--- config.mk ---
export PLATFORM = sky130hd
export DESIGN_NAME = dual_stepper_ramp_pulse_generator_core_flat
export DESIGN_NICKNAME = d
export VERILOG_FILES = /design/src/hw/rtl/dsrp_pkg.sv /design/src/hw/rtl/dsrp_cfg_if.sv /design/src/hw/rtl/dsrp_in_if.sv /design/src/hw/rtl/dsrp_out_if.sv /design/src/hw/rtl/dsrp_div.sv /design/src/hw/rtl/dsrp_lane.sv /design/src/hw/rtl/dual_stepper_ramp_pulse_generator_core.sv /design/src/flat_wrapper.sv
export SDC_FILE = /design/constraint.sdc
export NUM_CORES = 2
export LEC_CHECK = 0
export BUFFER_PORTS_ARGS = -buffer_cell sky130_fd_sc_hd__buf_2
export CAP_MARGIN = 20
export CELL_PAD_IN_SITES_DETAIL_PLACEMENT = 1
export CELL_PAD_IN_SITES_GLOBAL_PLACEMENT = 2
export CORE_MARGIN = 2
export CORE_UTILIZATION = 38
export CTS_BUF_LIST = sky130_fd_sc_hd__clkbuf_8
export CTS_CLUSTER_DIAMETER = 30
export DETAILED_ROUTE_END_ITERATION = 10
export GPL_TIMING_DRIVEN = 0
export PLACE_DENSITY_LB_ADDON = 0.3
export SKIP_LAST_GASP = 1
export SYNTH_ARGS = -nofsm -noshare
export SYNTH_HDL_FRONTEND = slang
export SYNTH_SLANG_ARGS = --single-unit
export TNS_END_PERCENT = 20
--- constraint.sdc ---
create_clock -name clk_i -period 8.6 [get_ports clk_i]
set_input_delay 0.86 -clock clk_i [delete_from_list [all_inputs] [get_ports clk_i]]
set_output_delay 0.86 -clock clk_i [all_outputs]
set_load 0.05 [all_outputs]
--- src/hw/rtl/dsrp_pkg.sv ---
package dsrp_pkg;

  // Field widths
  localparam int unsigned BASE_W      = 14;
  localparam int unsigned RAW_W       = 12;
  localparam int unsigned SPEED_W     = 14;
  localparam int unsigned TRIM_W      = 4;
  localparam int unsigned SPD_INC_W   = 10;
  localparam int unsigned RAMP_IVL_W  = 20;
  localparam int unsigned STEP_EL_W   = 21;

  // Config port
  localparam int unsigned CFG_ADDR_W = 2;
  localparam int unsigned CFG_DATA_W = 20;

  localparam logic [CFG_ADDR_W-1:0] REG_SPD_INC       = CFG_ADDR_W'(0);
  localparam logic [CFG_ADDR_W-1:0] REG_RAMP_INTERVAL = CFG_ADDR_W'(1);

  localparam logic [SPD_INC_W-1:0]  SPD_INC_RST   = SPD_INC_W'(10);
  localparam logic [RAMP_IVL_W-1:0] RAMP_IVL_RST  = RAMP_IVL_W'(5000);

  localparam int unsigned TICKS_PER_SECOND_DEF = 1000000;
  localparam int unsigned LANES                = 2;

  // Per-item control handed from the sequencer to each lane
  typedef struct packed {
    logic run;
    logic rising;
    logic ramp_fire;
  } lane_ctrl_t;

  // Lane status back to the merge stage
  typedef struct packed {
    logic done;
    logic step;
  } lane_stat_t;

endpackage

--- src/hw/rtl/dsrp_cfg_if.sv ---
interface dsrp_cfg_if;
  import dsrp_pkg::*;

  logic                  valid;
  logic                  ready;
  logic [CFG_ADDR_W-1:0] addr;
  logic [CFG_DATA_W-1:0] data;

  modport source (output valid, output addr, output data, input ready);
  modport sink   (input valid, input addr, input data, output ready);
endinterface

--- src/hw/rtl/dsrp_in_if.sv ---
interface dsrp_in_if;
  import dsrp_pkg::*;

  logic              valid;
  logic              ready;
  logic              run;
  logic [BASE_W-1:0] base_speed_a;
  logic [BASE_W-1:0] base_speed_b;
  logic [RAW_W-1:0]  trim_raw_a;
  logic [RAW_W-1:0]  trim_raw_b;

  modport source (output valid, output run, output base_speed_a, output base_speed_b,
                  output trim_raw_a, output trim_raw_b, input ready);
  modport sink   (input valid, input run, input base_speed_a, input base_speed_b,
                  input trim_raw_a, input trim_raw_b, output ready);
endinterface

--- src/hw/rtl/dsrp_out_if.sv ---
interface dsrp_out_if;
  import dsrp_pkg::*;

  logic                     valid;
  logic                     ready;
  logic                     step_a;
  logic                     step_b;
  logic [SPEED_W-1:0]       speed_now_a;
  logic [SPEED_W-1:0]       speed_now_b;
  logic signed [TRIM_W-1:0] trim_pct_a;
  logic signed [TRIM_W-1:0] trim_pct_b;

  modport source (output valid, output step_a, output step_b, output speed_now_a,
                  output speed_now_b, output trim_pct_a, output trim_pct_b, input ready);
  modport sink   (input valid, input step_a, input step_b, input speed_now_a,
                  input speed_now_b, input trim_pct_a, input trim_pct_b, output ready);
endinterface

--- src/hw/rtl/dsrp_div.sv ---
// Restoring divider, constant dividend, one quotient bit per clock.
module dsrp_div #(
  parameter int unsigned DIVIDEND = 1000000,
  parameter int unsigned QUOT_W   = 20,
  parameter int unsigned DEN_W    = 14
) (
  input  logic              clk_i,
  input  logic              rst_ni,
  input  logic              start_i,
  input  logic [DEN_W-1:0]  divisor_i,
  output logic              done_o,
  output logic [QUOT_W-1:0] quotient_o
);

  localparam int unsigned CNT_W = $clog2(QUOT_W + 1);

  logic              busy_q, busy_d;
  logic              done_q, done_d;
  logic [CNT_W-1:0]  cnt_q, cnt_d;
  logic [QUOT_W-1:0] acc_q, acc_d;
  logic [DEN_W-1:0]  rem_q, rem_d;
  logic [DEN_W-1:0]  den_q, den_d;

  logic [DEN_W:0] shifted;
  logic [DEN_W:0] diff;
  logic           ge;

  assign shifted = {rem_q, acc_q[QUOT_W-1]};
  assign ge      = shifted >= {1'b0, den_q};
  assign diff    = shifted - {1'b0, den_q};

  always_comb begin
    busy_d = busy_q;
    done_d = 1'b0;
    cnt_d  = cnt_q;
    acc_d  = acc_q;
    rem_d  = rem_q;
    den_d  = den_q;
    if (start_i) begin
      busy_d = 1'b1;
      cnt_d  = '0;
      acc_d  = QUOT_W'(DIVIDEND);
      rem_d  = '0;
      den_d  = divisor_i;
    end else if (busy_q) begin
      acc_d = {acc_q[QUOT_W-2:0], ge};
      rem_d = ge ? diff[DEN_W-1:0] : shifted[DEN_W-1:0];
      cnt_d = cnt_q + CNT_W'(1);
      if (cnt_q == CNT_W'(QUOT_W - 1)) begin
        busy_d = 1'b0;
        done_d = 1'b1;
      end
    end
  end

  always_ff @(posedge clk_i or negedge rst_ni) begin
    if (!rst_ni) begin
      busy_q <= 1'b0;
      done_q <= 1'b0;
      cnt_q  <= '0;
    end else begin
      busy_q <= busy_d;
      done_q <= done_d;
      cnt_q  <= cnt_d;
    end
  end

  always_ff @(posedge clk_i) begin
    acc_q <= acc_d;
    rem_q <= rem_d;
    den_q <= den_d;
  end

  assign done_o     = done_q;
  assign quotient_o = acc_q;

endmodule

--- src/hw/rtl/dsrp_lane.sv ---
// One motor channel: trim, target, ramp, period divide, step decision.
module dsrp_lane #(
  parameter int unsigned TICKS_PER_SECOND = dsrp_pkg::TICKS_PER_SECOND_DEF
) (
  input  logic                                clk_i,
  input  logic                                rst_ni,
  input  logic                                start_i,
  input  dsrp_pkg::lane_ctrl_t                ctrl_i,
  input  logic [dsrp_pkg::BASE_W-1:0]         base_i,
  input  logic [dsrp_pkg::RAW_W-1:0]          raw_i,
  input  logic [dsrp_pkg::SPD_INC_W-1:0]      spd_inc_i,
  output dsrp_pkg::lane_stat_t                stat_o,
  output logic [dsrp_pkg::SPEED_W-1:0]        speed_o,
  output logic signed [dsrp_pkg::TRIM_W-1:0]  trim_o
);
  import dsrp_pkg::*;

  localparam int unsigned PER_W = $clog2(TICKS_PER_SECOND + 1);
  localparam int unsigned CMP_W = (PER_W + 1 > STEP_EL_W) ? PER_W + 1 : STEP_EL_W;
  localparam int unsigned MAG_W = BASE_W + 3;
  localparam logic [12:0] RECIP_100 = 13'd5243;  // 2^19 / 100, rounded up
  localparam logic [SPEED_W-1:0] SPEED_MAX = SPEED_W'(9999);

  typedef enum logic [5:0] {
    L_IDLE = 6'b000001,
    L_MUL  = 6'b000010,
    L_TGT  = 6'b000100,
    L_RAMP = 6'b001000,
    L_DIV  = 6'b010000,
    L_STEP = 6'b100000
  } lane_state_e;

  lane_state_e state_q, state_d;

  lane_ctrl_t                ctrl_q;
  logic signed [TRIM_W-1:0]  trim_q;
  logic [MAG_W-1:0]          mag_q;
  logic [SPEED_W-1:0]        tgt_q;
  logic [SPEED_W-1:0]        speed_q, speed_d;
  logic [STEP_EL_W-1:0]      el_q;
  logic                      done_q;
  logic                      step_q;

  // Trim: count thresholds k*4095 that raw*10 reaches, k = 1..10
  logic [15:0]               raw_x10;
  logic [3:0]                trim_cnt;
  logic signed [TRIM_W-1:0]  trim_val;
  logic [2:0]                trim_abs;

  always_comb begin
    raw_x10  = 16'(raw_i) * 16'd10;
    trim_cnt = '0;
    for (int k = 1; k <= 10; k++) begin
      if (raw_x10 >= 16'(k * 4095)) trim_cnt = trim_cnt + 4'd1;
    end
    trim_val = $signed(trim_cnt) - TRIM_W'(5);
  end

  assign trim_abs = trim_q[TRIM_W-1] ? 3'(-trim_q) : 3'(trim_q);

  // Target: base +/- base*|trim|/100, clamped
  logic [29:0]        q_prod;
  logic [9:0]         q_pct;
  logic [BASE_W:0]    tgt_sum;
  logic [SPEED_W-1:0] tgt_clamped;

  assign q_prod = 30'(mag_q) * 30'(RECIP_100);
  assign q_pct  = q_prod[28:19];
  assign tgt_sum = trim_q[TRIM_W-1] ? ({1'b0, base_i} - (BASE_W+1)'(q_pct))
                                    : ({1'b0, base_i} + (BASE_W+1)'(q_pct));
  assign tgt_clamped = (tgt_sum > (BASE_W+1)'(SPEED_MAX)) ? SPEED_MAX : tgt_sum[SPEED_W-1:0];

  // Ramp one step toward target
  logic [SPEED_W:0]   up_sum;
  logic [SPEED_W:0]   dn_lim;
  logic [SPEED_W-1:0] ramped;

  always_comb begin
    up_sum = {1'b0, speed_q} + (SPEED_W+1)'(spd_inc_i);
    dn_lim = {1'b0, tgt_q} + (SPEED_W+1)'(spd_inc_i);
    if (speed_q < tgt_q) begin
      ramped = (up_sum < {1'b0, tgt_q}) ? up_sum[SPEED_W-1:0] : tgt_q;
    end else if ({1'b0, speed_q} > dn_lim) begin
      ramped = speed_q - SPEED_W'(spd_inc_i);
    end else begin
      ramped = tgt_q;
    end
  end

  always_comb begin
    speed_d = speed_q;
    if (!ctrl_q.run) begin
      speed_d = '0;
    end else if (ctrl_q.ramp_fire) begin
      speed_d = ramped;
    end
  end

  // Period divider
  logic             div_done;
  logic [PER_W-1:0] div_quot;

  dsrp_div #(
    .DIVIDEND (TICKS_PER_SECOND),
    .QUOT_W   (PER_W),
    .DEN_W    (SPEED_W)
  ) u_div (
    .clk_i      (clk_i),
    .rst_ni     (rst_ni),
    .start_i    (state_q == L_RAMP),
    .divisor_i  (speed_d),
    .done_o     (div_done),
    .quotient_o (div_quot)
  );

  // Step decision
  logic [CMP_W-1:0] el_x, per_x, per2_x, el_new;
  logic             step_hit;

  always_comb begin
    el_x     = CMP_W'(el_q);
    per_x    = (speed_q == '0) ? '0 : CMP_W'(div_quot);
    per2_x   = per_x << 1;
    step_hit = ctrl_q.run && (per_x != '0) && (el_x >= per_x);
    el_new   = (el_x > per2_x) ? per_x : (el_x - per_x);
  end

  always_comb begin
    state_d = state_q;
    unique case (state_q)
      L_IDLE:  if (start_i) state_d = L_MUL;
      L_MUL:   state_d = L_TGT;
      L_TGT:   state_d = L_RAMP;
      L_RAMP:  state_d = L_DIV;
      L_DIV:   if (div_done) state_d = L_STEP;
      L_STEP:  state_d = L_IDLE;
      default: state_d = L_IDLE;
    endcase
  end

  always_ff @(posedge clk_i or negedge rst_ni) begin
    if (!rst_ni) begin
      state_q <= L_IDLE;
      done_q  <= 1'b0;
      step_q  <= 1'b0;
      speed_q <= '0;
      el_q    <= '0;
      ctrl_q  <= '0;
    end else begin
      state_q <= state_d;
      if (state_q == L_IDLE && start_i) begin
        done_q <= 1'b0;
        ctrl_q <= ctrl_i;
        if (ctrl_i.rising) begin
          el_q <= '0;
        end else if (!(&el_q)) begin
          el_q <= el_q + STEP_EL_W'(1);
        end
      end
      if (state_q == L_RAMP) speed_q <= speed_d;
      if (state_q == L_STEP) begin
        done_q <= 1'b1;
        step_q <= step_hit;
        if (step_hit) el_q <= el_new[STEP_EL_W-1:0];
      end
    end
  end

  always_ff @(posedge clk_i) begin
    if (state_q == L_IDLE && start_i) trim_q <= trim_val;
    if (state_q == L_MUL) mag_q <= MAG_W'(base_i) * MAG_W'(trim_abs);
    if (state_q == L_TGT) tgt_q <= tgt_clamped;
  end

  assign stat_o.done = done_q;
  assign stat_o.step = step_q;
  assign speed_o     = speed_q;
  assign trim_o      = trim_q;

endmodule

--- src/hw/rtl/dual_stepper_ramp_pulse_generator_core.sv ---
// Dual stepper trapezoidal ramp step generator. Each input transfer is one
// timer tick (nominally 1 us) carrying run, two base speeds and two 12-bit trim
// samples; each produces exactly one output transfer with the step flags, the
// ramped speeds and the applied trim percents. Two identical lanes (A, B) work
// side by side; each owns its trim mapping, target clamp, ramp and a bit-serial
// period divider (TICKS_PER_SECOND / speed). An item runs from the input
// registers through the prep state and the lane steps (trim product, target,
// ramp, divide, step decision) into the output register, with the divider
// producing one quotient bit per clock. The next tick is taken
// once the result has moved into the output register, even while that result
// still waits for its transfer; a result that has not left when the lanes
// finish holds the lanes and the input. Config writes (speed increment, ramp
// interval) are always accepted and must only be issued while the block is
// idle; unknown addresses are dropped.
module dual_stepper_ramp_pulse_generator_core #(
  parameter int unsigned TICKS_PER_SECOND = dsrp_pkg::TICKS_PER_SECOND_DEF
) (
  input  logic        clk_i,
  input  logic        rst_ni,
  dsrp_cfg_if.sink    cfg_i,
  dsrp_in_if.sink     in_i,
  dsrp_out_if.source  out_o
);
  import dsrp_pkg::*;

  typedef enum logic [2:0] {
    ST_IDLE = 3'b001,
    ST_PREP = 3'b010,
    ST_BUSY = 3'b100
  } state_e;

  state_e state_q, state_d;

  // Config registers
  logic [SPD_INC_W-1:0]   spd_inc_q;
  logic [RAMP_IVL_W-1:0]  ramp_ivl_q;

  assign cfg_i.ready = 1'b1;

  always_ff @(posedge clk_i or negedge rst_ni) begin
    if (!rst_ni) begin
      spd_inc_q   <= SPD_INC_RST;
      ramp_ivl_q  <= RAMP_IVL_RST;
    end else if (cfg_i.valid) begin
      if (cfg_i.addr == REG_SPD_INC) spd_inc_q <= cfg_i.data[SPD_INC_W-1:0];
      if (cfg_i.addr == REG_RAMP_INTERVAL) ramp_ivl_q <= cfg_i.data[RAMP_IVL_W-1:0];
    end
  end

  // Input capture: held for the whole item
  logic              in_xfer;
  logic              run_q;
  logic              rising_q;
  logic              run_before_q;
  logic [BASE_W-1:0] base_q [LANES];
  logic [RAW_W-1:0]  raw_q  [LANES];
  logic [RAMP_IVL_W-1:0] ramp_el_q;

  assign in_i.ready = (state_q == ST_IDLE);
  assign in_xfer    = in_i.valid && in_i.ready;

  // Shared ramp timer; fires in the prep cycle
  logic ramp_fire;
  assign ramp_fire = run_q && (ramp_el_q >= ramp_ivl_q);

  lane_ctrl_t lane_ctrl;
  assign lane_ctrl.run       = run_q;
  assign lane_ctrl.rising    = rising_q;
  assign lane_ctrl.ramp_fire = ramp_fire;

  // Lanes
  lane_stat_t               stat  [LANES];
  logic [SPEED_W-1:0]       speed [LANES];
  logic signed [TRIM_W-1:0] trim  [LANES];
  logic [LANES-1:0]         lane_done;

  for (genvar g = 0; g < LANES; g++) begin : g_lane
    dsrp_lane #(
      .TICKS_PER_SECOND (TICKS_PER_SECOND)
    ) u_lane (
      .clk_i       (clk_i),
      .rst_ni      (rst_ni),
      .start_i     (state_q == ST_PREP),
      .ctrl_i      (lane_ctrl),
      .base_i      (base_q[g]),
      .raw_i       (raw_q[g]),
      .spd_inc_i   (spd_inc_q),
      .stat_o      (stat[g]),
      .speed_o     (speed[g]),
      .trim_o      (trim[g])
    );
    assign lane_done[g] = stat[g].done;
  end

  // Merge into the output register once every lane is finished
  logic out_valid_q;
  logic out_load;

  assign out_load = (state_q == ST_BUSY) && (&lane_done) && (!out_valid_q || out_o.ready);

  always_comb begin
    state_d = state_q;
    unique case (state_q)
      ST_IDLE: if (in_xfer) state_d = ST_PREP;
      ST_PREP: state_d = ST_BUSY;
      ST_BUSY: if (out_load) state_d = ST_IDLE;
      default: state_d = ST_IDLE;
    endcase
  end

  always_ff @(posedge clk_i or negedge rst_ni) begin
    if (!rst_ni) begin
      state_q      <= ST_IDLE;
      run_before_q <= 1'b0;
      run_q        <= 1'b0;
      rising_q     <= 1'b0;
      ramp_el_q    <= '0;
      out_valid_q  <= 1'b0;
    end else begin
      state_q <= state_d;
      if (in_xfer) begin
        run_q        <= in_i.run;
        rising_q     <= in_i.run && !run_before_q;
        run_before_q <= in_i.run;
        if (in_i.run && !run_before_q) begin
          ramp_el_q <= '0;
        end else if (!(&ramp_el_q)) begin
          ramp_el_q <= ramp_el_q + RAMP_IVL_W'(1);
        end
      end
      if (state_q == ST_PREP && ramp_fire) ramp_el_q <= '0;
      if (out_load) begin
        out_valid_q <= 1'b1;
      end else if (out_o.ready) begin
        out_valid_q <= 1'b0;
      end
    end
  end

  always_ff @(posedge clk_i) begin
    if (in_xfer) begin
      base_q[0] <= in_i.base_speed_a;
      base_q[1] <= in_i.base_speed_b;
      raw_q[0]  <= in_i.trim_raw_a;
      raw_q[1]  <= in_i.trim_raw_b;
    end
  end

  // Output payload
  logic                     step_a_q, step_b_q;
  logic [SPEED_W-1:0]       speed_a_q, speed_b_q;
  logic signed [TRIM_W-1:0] trim_a_q, trim_b_q;

  always_ff @(posedge clk_i) begin
    if (out_load) begin
      step_a_q  <= stat[0].step;
      step_b_q  <= stat[1].step;
      speed_a_q <= speed[0];
      speed_b_q <= speed[1];
      trim_a_q  <= trim[0];
      trim_b_q  <= trim[1];
    end
  end

  assign out_o.valid       = out_valid_q;
  assign out_o.step_a      = step_a_q;
  assign out_o.step_b      = step_b_q;
  assign out_o.speed_now_a = speed_a_q;
  assign out_o.speed_now_b = speed_b_q;
  assign out_o.trim_pct_a  = trim_a_q;
  assign out_o.trim_pct_b  = trim_b_q;

endmodule

--- src/flat_wrapper.sv ---
// flat-port wrapper written by rule: the top's interface ports become plain ports
module dual_stepper_ramp_pulse_generator_core_flat import dsrp_pkg::*;
#(
  parameter int unsigned TICKS_PER_SECOND = dsrp_pkg::TICKS_PER_SECOND_DEF
)
  (clk_i, rst_ni, cfg_i_valid, cfg_i_addr, cfg_i_data, cfg_i_ready, in_i_valid, in_i_run, in_i_base_speed_a, in_i_base_speed_b, in_i_trim_raw_a, in_i_trim_raw_b, in_i_ready, out_o_valid, out_o_step_a, out_o_step_b, out_o_speed_now_a, out_o_speed_now_b, out_o_trim_pct_a, out_o_trim_pct_b, out_o_ready);
  dsrp_cfg_if cfg_i_i ();
  dsrp_in_if in_i_i ();
  dsrp_out_if out_o_i ();
  input  logic clk_i;
  input  logic rst_ni;
  input wire logic [$bits(cfg_i_i.valid)-1:0] cfg_i_valid;
  input wire logic [$bits(cfg_i_i.addr)-1:0] cfg_i_addr;
  input wire logic [$bits(cfg_i_i.data)-1:0] cfg_i_data;
  output wire logic [$bits(cfg_i_i.ready)-1:0] cfg_i_ready;
  input wire logic [$bits(in_i_i.valid)-1:0] in_i_valid;
  input wire logic [$bits(in_i_i.run)-1:0] in_i_run;
  input wire logic [$bits(in_i_i.base_speed_a)-1:0] in_i_base_speed_a;
  input wire logic [$bits(in_i_i.base_speed_b)-1:0] in_i_base_speed_b;
  input wire logic [$bits(in_i_i.trim_raw_a)-1:0] in_i_trim_raw_a;
  input wire logic [$bits(in_i_i.trim_raw_b)-1:0] in_i_trim_raw_b;
  output wire logic [$bits(in_i_i.ready)-1:0] in_i_ready;
  output wire logic [$bits(out_o_i.valid)-1:0] out_o_valid;
  output wire logic [$bits(out_o_i.step_a)-1:0] out_o_step_a;
  output wire logic [$bits(out_o_i.step_b)-1:0] out_o_step_b;
  output wire logic [$bits(out_o_i.speed_now_a)-1:0] out_o_speed_now_a;
  output wire logic [$bits(out_o_i.speed_now_b)-1:0] out_o_speed_now_b;
  output wire logic [$bits(out_o_i.trim_pct_a)-1:0] out_o_trim_pct_a;
  output wire logic [$bits(out_o_i.trim_pct_b)-1:0] out_o_trim_pct_b;
  input wire logic [$bits(out_o_i.ready)-1:0] out_o_ready;
  assign cfg_i_i.valid = cfg_i_valid;
  assign cfg_i_i.addr = cfg_i_addr;
  assign cfg_i_i.data = cfg_i_data;
  assign cfg_i_ready = cfg_i_i.ready;
  assign in_i_i.valid = in_i_valid;
  assign in_i_i.run = in_i_run;
  assign in_i_i.base_speed_a = in_i_base_speed_a;
  assign in_i_i.base_speed_b = in_i_base_speed_b;
  assign in_i_i.trim_raw_a = in_i_trim_raw_a;
  assign in_i_i.trim_raw_b = in_i_trim_raw_b;
  assign in_i_ready = in_i_i.ready;
  assign out_o_valid = out_o_i.valid;
  assign out_o_step_a = out_o_i.step_a;
  assign out_o_step_b = out_o_i.step_b;
  assign out_o_speed_now_a = out_o_i.speed_now_a;
  assign out_o_speed_now_b = out_o_i.speed_now_b;
  assign out_o_trim_pct_a = out_o_i.trim_pct_a;
  assign out_o_trim_pct_b = out_o_i.trim_pct_b;
  assign out_o_i.ready = out_o_ready;
  dual_stepper_ramp_pulse_generator_core #(.TICKS_PER_SECOND(TICKS_PER_SECOND)) u_core (.clk_i(clk_i), .rst_ni(rst_ni), .cfg_i(cfg_i_i), .in_i(in_i_i), .out_o(out_o_i));
endmodule
======== Word-level counts from Yosys, hierarchy flattened ========
Memory sizes are Yosys's and may differ from the RTL's.
Index checks and enable logic that the tools add are counted.
Widths: inputs -> output; s select.
storage, ports and cells
  bits in latches ......................... 0
  output and inout port bits .............. 41
  memories kept ........................... 2
  register bits after elaboration ......... 364
  memory bits (writable) .................. 52
  word-level logic and storage cells ...... 276
  ROM bits ................................ 0
  input port bits ......................... 80
operators by class
  mux-type cells .......................... 86
  add/sub/neg operators ................... 41
  order comparisons ....................... 35
  equal/unequal tests ..................... 25
  shift-type cells ........................ 0
  bitwise operators ....................... 0
  divide/modulo/power cells ............... 0
  $mul .................................... 6
  reduce and logical (&&, ||, !) cells .... 36
memory list
  memory         depth  bits a word  read ports  clocked after Yosys merged registers in  wr ports  line                                          text
  u_core.base_q  2      14           2           0                                        2         dual_stepper_ramp_pulse_generator_core.sv:55  logic [BASE_W-1:0] base_q [LANES];
  u_core.raw_q   2      12           2           0                                        2         dual_stepper_ramp_pulse_generator_core.sv:56  logic [RAW_W-1:0] raw_q [LANES];
operator list
  operator                number
  $mux 21                 12
  $mux 14                 12
  $ge 16x15->1 const B    8
  $mux 20                 6
  $add 14x10->15          6
  $add 4x1->4 const B     18
  $mux 4                  18
  $ge 16x14->1 const B    4
  $ge 16x16->1 const B    4
  $pmux 6 s5              2
  $mul 17x13->29 const B  2
  $add 21x1->21 const B   2
  $ge 21x20->1            2
  $gt 21x21->1            2
  $reduce_and 21->1       2
  $reduce_bool 21->1      2
  $sub 21x20->21          2
  $mul 14x3->17           2
  $ge 16x12->1 const B    2
  $ge 16x13->1 const B    2
  $ge 15x14->1            2
  $gt 14x15->1            2
  $gt 15x14->1 const B    2
  $lt 15x14->1            2
  other kinds (38)        111

======== Logic depth before layout (Yosys ltp) ========
An unclocked memory read counts as a cell.
  word-level depth ........................ 23
  mapped depth ............................ 39
  depth with buffers taken out ............ 38

======== Hierarchy ========
Synthesis repeated with hierarchy kept, for this count alone.
unflattened totals
  cell total of the unflattened synthesis .. 4547
  area, all modules ....................... 42313.1 um^2
modules (own cells, without submodules)
  module                                  seq. area each (um^2)  cells each  instances  area each (um^2)
  dsrp_lane (u_core.g_lane[0].u_lane)     2178.3                 1798        1          15488.6
  dsrp_lane (u_core.g_lane[1].u_lane)     2178.3                 1773        1          15182.1
  dual_stepper_ramp_pulse_generator_core  4113.9                 406         1          5974.5
  dsrp_div                                1276.2                 285         2          2834.0

======== Least setup slack after synthesis ========
Ideal clock, no wire load.
  path kind ............................... reg-to-reg
  start point ............................. register u_core.g_lane[0].u_lane.mag_q[9]
  end point ............................... register u_core.g_lane[0].u_lane.tgt_q[5] (data pin)
  path buffers ............................ 1
  slack ................................... 0.631 ns
  required time ........................... 8.345 ns
  clock period less this slack ............ 7.969 ns
  arrival ................................. 7.714 ns
  cell stages (with the launch flop) ...... 39
  setup time .............................. 0.255 ns
  cell sequence ........................... edfxtp_1 fa_1 ha_1 inv_1 fa_1 inv_1 fa_1 inv_1 fa_1 inv_1 ha_1 a21o_1 a21oi_1 nor2b_1 o21ai_0 nand2_1 a21o_1 a21oi_1 (+3 left out) mux2_2 inv_1 ha_1 nor2b_1 o21ai_0 a21boi_0 o21ai_0 nand2b_1 a21o_1 a21o_1 a21o_1 a21o_1 a31oi_1 o21ai_0 xnor2_1 a31o_2 clkbuf_1 and3_1
on the way
  cells in the longest elaborated chain, start to end .. 4
  elaborated cells on any way between the ends .. 5
  those cells by class .................... 2 x add/sub; 1 x mul; 1 x order compare; 1 x mux
RTL lines
  element                                           line                              text
  start, declared                                   dsrp_lane.sv:37                   logic [MAG_W-1:0] mag_q;
  start signal, assigned                            dsrp_lane.sv:171                  if (state_q == L_MUL) mag_q <= MAG_W'(base_i) * MAG_W'(trim_abs);
  $mul 17x13->29 (*)                                dsrp_lane.sv:67                   assign q_prod = 30'(mag_q) * 30'(RECIP_100);
  $add 14x10->15 or $sub 14x10->15 (tied branches)  dsrp_lane.sv:70, dsrp_lane.sv:69
  $mux 15 (*)                                       dsrp_lane.sv:69                   assign tgt_sum = trim_q[TRIM_W-1] ? ({1'b0, base_i} - (BASE_W+1)'(q_pct))
  $gt 15x14->1                                      dsrp_lane.sv:71                   assign tgt_clamped = (tgt_sum > (BASE_W+1)'(SPEED_MAX)) ? SPEED_MAX : tgt_sum[SPEED_W-1:0];
  end signal, assigned                              dsrp_lane.sv:172                  if (state_q == L_TGT) tgt_q <= tgt_clamped;
  end, declared                                     dsrp_lane.sv:38                   logic [SPEED_W-1:0] tgt_q;
Mark *: on every way between the ends. The rest lies on a longest branch, timed or not.
A chain may end at the register's enable or synchronous reset.

======== Worst setup path after layout ========
  start point ............................. register u_core.g_lane[1].u_lane.mag_q[4]
  end point ............................... register u_core.g_lane[1].u_lane.tgt_q[10] (data pin)
on the way
  cells in the longest elaborated chain, start to end .. 4
  elaborated cells on any way between the ends .. 5
  those cells by class .................... 2 x add/sub; 1 x mul; 1 x order compare; 1 x mux
RTL lines
  element                                           line
  start, declared                                   dsrp_lane.sv:37
  start signal, assigned                            dsrp_lane.sv:171
  $mul 17x13->29 (*)                                dsrp_lane.sv:67
  $add 14x10->15 or $sub 14x10->15 (tied branches)  dsrp_lane.sv:70, dsrp_lane.sv:69
  $mux 15 (*)                                       dsrp_lane.sv:69
  $gt 15x14->1                                      dsrp_lane.sv:71
  end signal, assigned                              dsrp_lane.sv:172
  end, declared                                     dsrp_lane.sv:38
Marks and branches as above.

==> flow_metrics.env <==
export IMPL_fillers=12400
export IMPL_synth_nets=5309
export IMPL_initial_utilization=0.383
export IMPL_vias_per_cell=5.35
export IMPL_fin_nets=5640
export IMPL_wl_per_cell_um=19.5
export IMPL_p_comb_frac=0.068
export IMPL_antenna_found_initial=14
export IMPL_yosys_area_top_type_share=0.186
export IMPL_final_cells=6266
export IMPL_die_w_um=333
export IMPL_synth_warnings=0
export IMPL_maxCapViolations=0
export IMPL_final_area_um2=47400
export IMPL_synthToLayoutAreaGrowth_pct=15.4
export IMPL_timing_final_ws_setup_ns=0.220
export IMPL_crit_type="reg2reg"
export IMPL_leakagePower_nw=22.4
export IMPL_cp_num_buf_inv=6
export IMPL_utilization=0.442
export IMPL_p_total_mw=5.74
export IMPL_clkTransAtPathRegs_ns=0.05
export IMPL_min_delay_start="in_i_trim_raw_b[7]"
export IMPL_slowest_stage="fa_1"
export IMPL_rsz0062_at_grt="true"
export IMPL_worstReg2RegEnd="u_core.g_lane[1].u_lane.tgt_q[10]$_SDFFCE_PN1N_"
export IMPL_pre_cts_slack_ns=-0.562
export IMPL_routed_wirelength_um=122000
export IMPL_seq_power_share=0.372
export IMPL_layout_commonest_cell="ha_1"
export IMPL_clock_sinks=416
export IMPL_place_gp_congestion=0.852
export IMPL_hpwl_um=97300
export IMPL_critPathRequiredTime_ns=9.19
export IMPL_reg2reg_slack_ns=0.22
export IMPL_power_switching_mw=1.46
export IMPL_final_layout_size_suffix_gt1_frac=0.125
export IMPL_period_share=0.974
export IMPL_p_int_mw=4.28
export IMPL_vdd_drop_max_mv=0.190
export IMPL_vias=33500
export IMPL_r2r_cells=33
export IMPL_arrival_ns=8.96
export IMPL_hold_viol=0
export IMPL_max_freq_ghz=0.119
export IMPL_whs_ns=0.198
export IMPL_status="complete, no violations"
export IMPL_slowest_delay_ns=0.54
export IMPL_synth_edf_count=188
export IMPL_fp_dieArea_um2=111000
export IMPL_cts_tree="yes"
export IMPL_swShare=0.255
export IMPL_p_per_area_nw_per_um2=121
export IMPL_dr_first_iter_drc_count=1420
export IMPL_ys_types=113
export IMPL_hold_path_depth=1
export IMPL_cp_start_kind="register"
export IMPL_post_route_drc_count=0
export IMPL_numCtsBuffers=130
export IMPL_p_clk_frac=0.560
export IMPL_grt_pass1_vias=35000
export IMPL_yosys_area_top_type="ha_1"
export IMPL_final_cell_mix="ha_1 (605), inv_1 (564), nand2_1 (376), nor2_1 (283), a21oi_1 (226)"
export IMPL_port_buffers=119
export IMPL_ctsHtreeMaxLevel=4
export IMPL_synth_avg_cell_area_um2=9.29
export IMPL_synth_area_um2=41100
export IMPL_hold_class="in2reg"
export IMPL_clock_tree_root_cell="clkbuf_8"
export IMPL_setup_violations=0
export IMPL_ant_nets=0
export IMPL_end_kind="register"
export IMPL_syn_inst=4420
export IMPL_cp_depth=33
export IMPL_fp_dieH_um=333
export IMPL_grt_overflow_total=0
export IMPL_slew_violations=0
export IMPL_crit_path_max_fanout=8
export IMPL_cts_max_path_buffers=3
export IMPL_io_pins=121
export IMPL_clk_insertion_delay_late_ns=0.85
export IMPL_grt_first_pass_wirelength_um=193000
export IMPL_worst_pin_slew_ns=1.02
export IMPL_placed_cells=5955
export IMPL_track_usage=0.221
export IMPL_slew_headroom=0.316
export IMPL_cp_top_family="compound AO/OA/AOI/OAI gates"
export IMPL_synth_seq_cells=416
export IMPL_worstHoldEndpoint="u_core.raw_q[0][19]$_DFFE_PP_"
export IMPL_ys_seq_area_frac=0.269
export IMPL_placed_area_um2=43600
export IMPL_coreArea_um2=107000
export IMPL_synthArstFlopShare=0.385
export IMPL_synth_top_flop_cell="edfxtp_1"
export IMPL_fin_crit_ns=8.38
export IMPL_drtPass1Iterations=5
export IMPL_rows=120
export IMPL_synthTopCellsByArea="ha_1 (19%), edfxtp_1 (14%), fa_1 (9.8%)"
export IMPL_grt_max_degree=99
export IMPL_regToRegStartpoint="u_core.g_lane[1].u_lane.mag_q[4]$_DFFE_PP_"
export IMPL_clock_skew_ns=0.0467
export IMPL_fin_tns_setup_ns=0
[final cells by class]
cell class                      instances  area, um^2  area share
Multi-Input combinational cell       3350       27900       0.590
Buffer                                104         415     0.00877
Inverter                              550        2060      0.0436
Tap cell                             1403        1760      0.0371
Clock inverter                         95         891      0.0188
Antenna cell                            5        12.5    0.000264
Timing Repair Buffer                  199        1270      0.0269
Clock buffer                          144        1980      0.0418
Sequential cell                       416       11000       0.233
[Yosys cell counts (15+ instances only)]
| cell | number |
|---|---|
| o211ai_1 | 20 |
| dfrtp_1 | 150 |
| xor2_1 | 92 |
| edfxtp_1 | 188 |
| mux2i_1 | 87 |
| clkbuf_1 | 86 |
| a22o_1 | 19 |
| ha_1 | 609 |
| fa_1 | 200 |
| dfxtp_1 | 68 |
| nand3_1 | 83 |
| xnor2_1 | 177 |
| a31oi_1 | 28 |
| o21ai_0 | 238 |
| nor2_1 | 286 |
| nor4_1 | 26 |
| o221a_2 | 15 |
| o31ai_1 | 15 |
| inv_1 | 548 |
| nand2_1 | 379 |
| nor2b_1 | 45 |
| and3_1 | 28 |
| nor3_1 | 64 |
| o21bai_1 | 30 |
| o21a_1 | 51 |
| mux2_2 | 36 |
| and2_1 | 47 |
| nand4_1 | 60 |
| a21oi_1 | 232 |
| a21o_1 | 103 |
| a211oi_1 | 27 |
| a21boi_0 | 36 |
| nand2b_1 | 56 |
[registers in the layout (all words and copies together), names as in the netlist, 24 cells and up]
register and flops:
u_core.base_q 28, u_core.g_lane.u_lane.tgt_q 28, u_core.g_lane.u_lane.speed_o 28, u_core.g_lane.u_lane.el_q 42
u_core.g_lane.u_lane.u_div.rem_q 28, u_core.g_lane.u_lane.mag_q 34, u_core.raw_q 24, u_core.g_lane.u_lane.u_div.quotient_o 40
u_core.g_lane.u_lane.u_div.den_q 28
[layer usage]
metal	part of all wire	track usage	vias to the layer above	wire length (um)
met5	0.00043	0	-	52
met4	0.025	0.0701	8	3000
met3	0.046	0.0415	199	5670
met2	0.44	0.347	589	54400
met1	0.48	0.307	16500	59200
li1	-	-	16200	-
[worst max path at each step]
| stage | startpoint | endpoint | slack (ns) |
|---|---|---|---|
| final | u_core.g_lane[1].u_lane.mag_q[4]$_DFFE_PP_ | u_core.g_lane[1].u_lane.tgt_q[10]$_SDFFCE_PN1N_ | 0.22 |
| after global routing | u_core.g_lane[0].u_lane.mag_q[10]$_DFFE_PP_ | u_core.g_lane[0].u_lane.tgt_q[9]$_SDFFCE_PN1P_ | -0.18 |
| after CTS | u_core.raw_q[0][13]$_DFFE_PP_ | u_core.g_lane[1].u_lane.trim_o[3]$_DFFE_PP_ | -0.003 |
| after detailed placement | u_core.g_lane[0].u_lane.mag_q[4]$_DFFE_PP_ | u_core.g_lane[0].u_lane.tgt_q[9]$_SDFFCE_PN1P_ | -0.56 |
| after global placement | out_o_ready | u_core.state_q[0]$_DFFE_PN1P_ | -3.05 |
| after floorplan | u_core.g_lane[0].u_lane.mag_q[9]$_DFFE_PP_ | u_core.g_lane[0].u_lane.tgt_q[5]$_SDFFCE_PN0P_ | 0.63 |
[logic make-up (layout without fill, tap and decap cells)]
family                     count (synthesis)  in the layout  synth area share
buffers and inverters                    654           1092            0.0601
DFF                                      416            416             0.269
and+or+nand+nor                         1167           1167             0.137
xor gates and xnor gates                 278            278            0.0618
other                                      1              6         0.0000914
adders and majority gates                809            809             0.283
muxes                                    124            124            0.0316
AOI/OAI and AO/OA                        971            971             0.158
[worst register-to-register path: cells and delay by family (launching register included)]
kind / cells / cell delay (ns)
AND/OR/NAND/NOR: 2 / 0.17
buffers and inverters: 6 / 0.78
adder cells (fa/ha/maj): 7 / 2.79
XOR/XNOR: 2 / 0.38
AO/OA/AOI/OAI: 16 / 3.64
flip-flops: 1 / 0.40
[power groups by stage]
stage | registers, mW | clock network [mW] | logic (mW)
2_1_floorplan | 2.15 | 0 | 0.265
6_report | 2.13 | 3.22 | 0.392
5_1_grt | 2.13 | 3.41 | 0.444
3_3_place_gp | 2.17 | 0 | 0.379
3_5_place_dp | 2.17 | 0 | 0.390
4_1_cts | 2.13 | 3.31 | 0.396
[timing repair]
action | in CTS | in global routing
hold endpoints to repair | 37 | 0
hold buffers | 1 | 0
setup buffers | 14 | 51
pin swaps | 6 | 50
gates resized for setup | 23 | 81
setup endpoints to repair | 29 | 32
(Power assumes the default switching activity.)
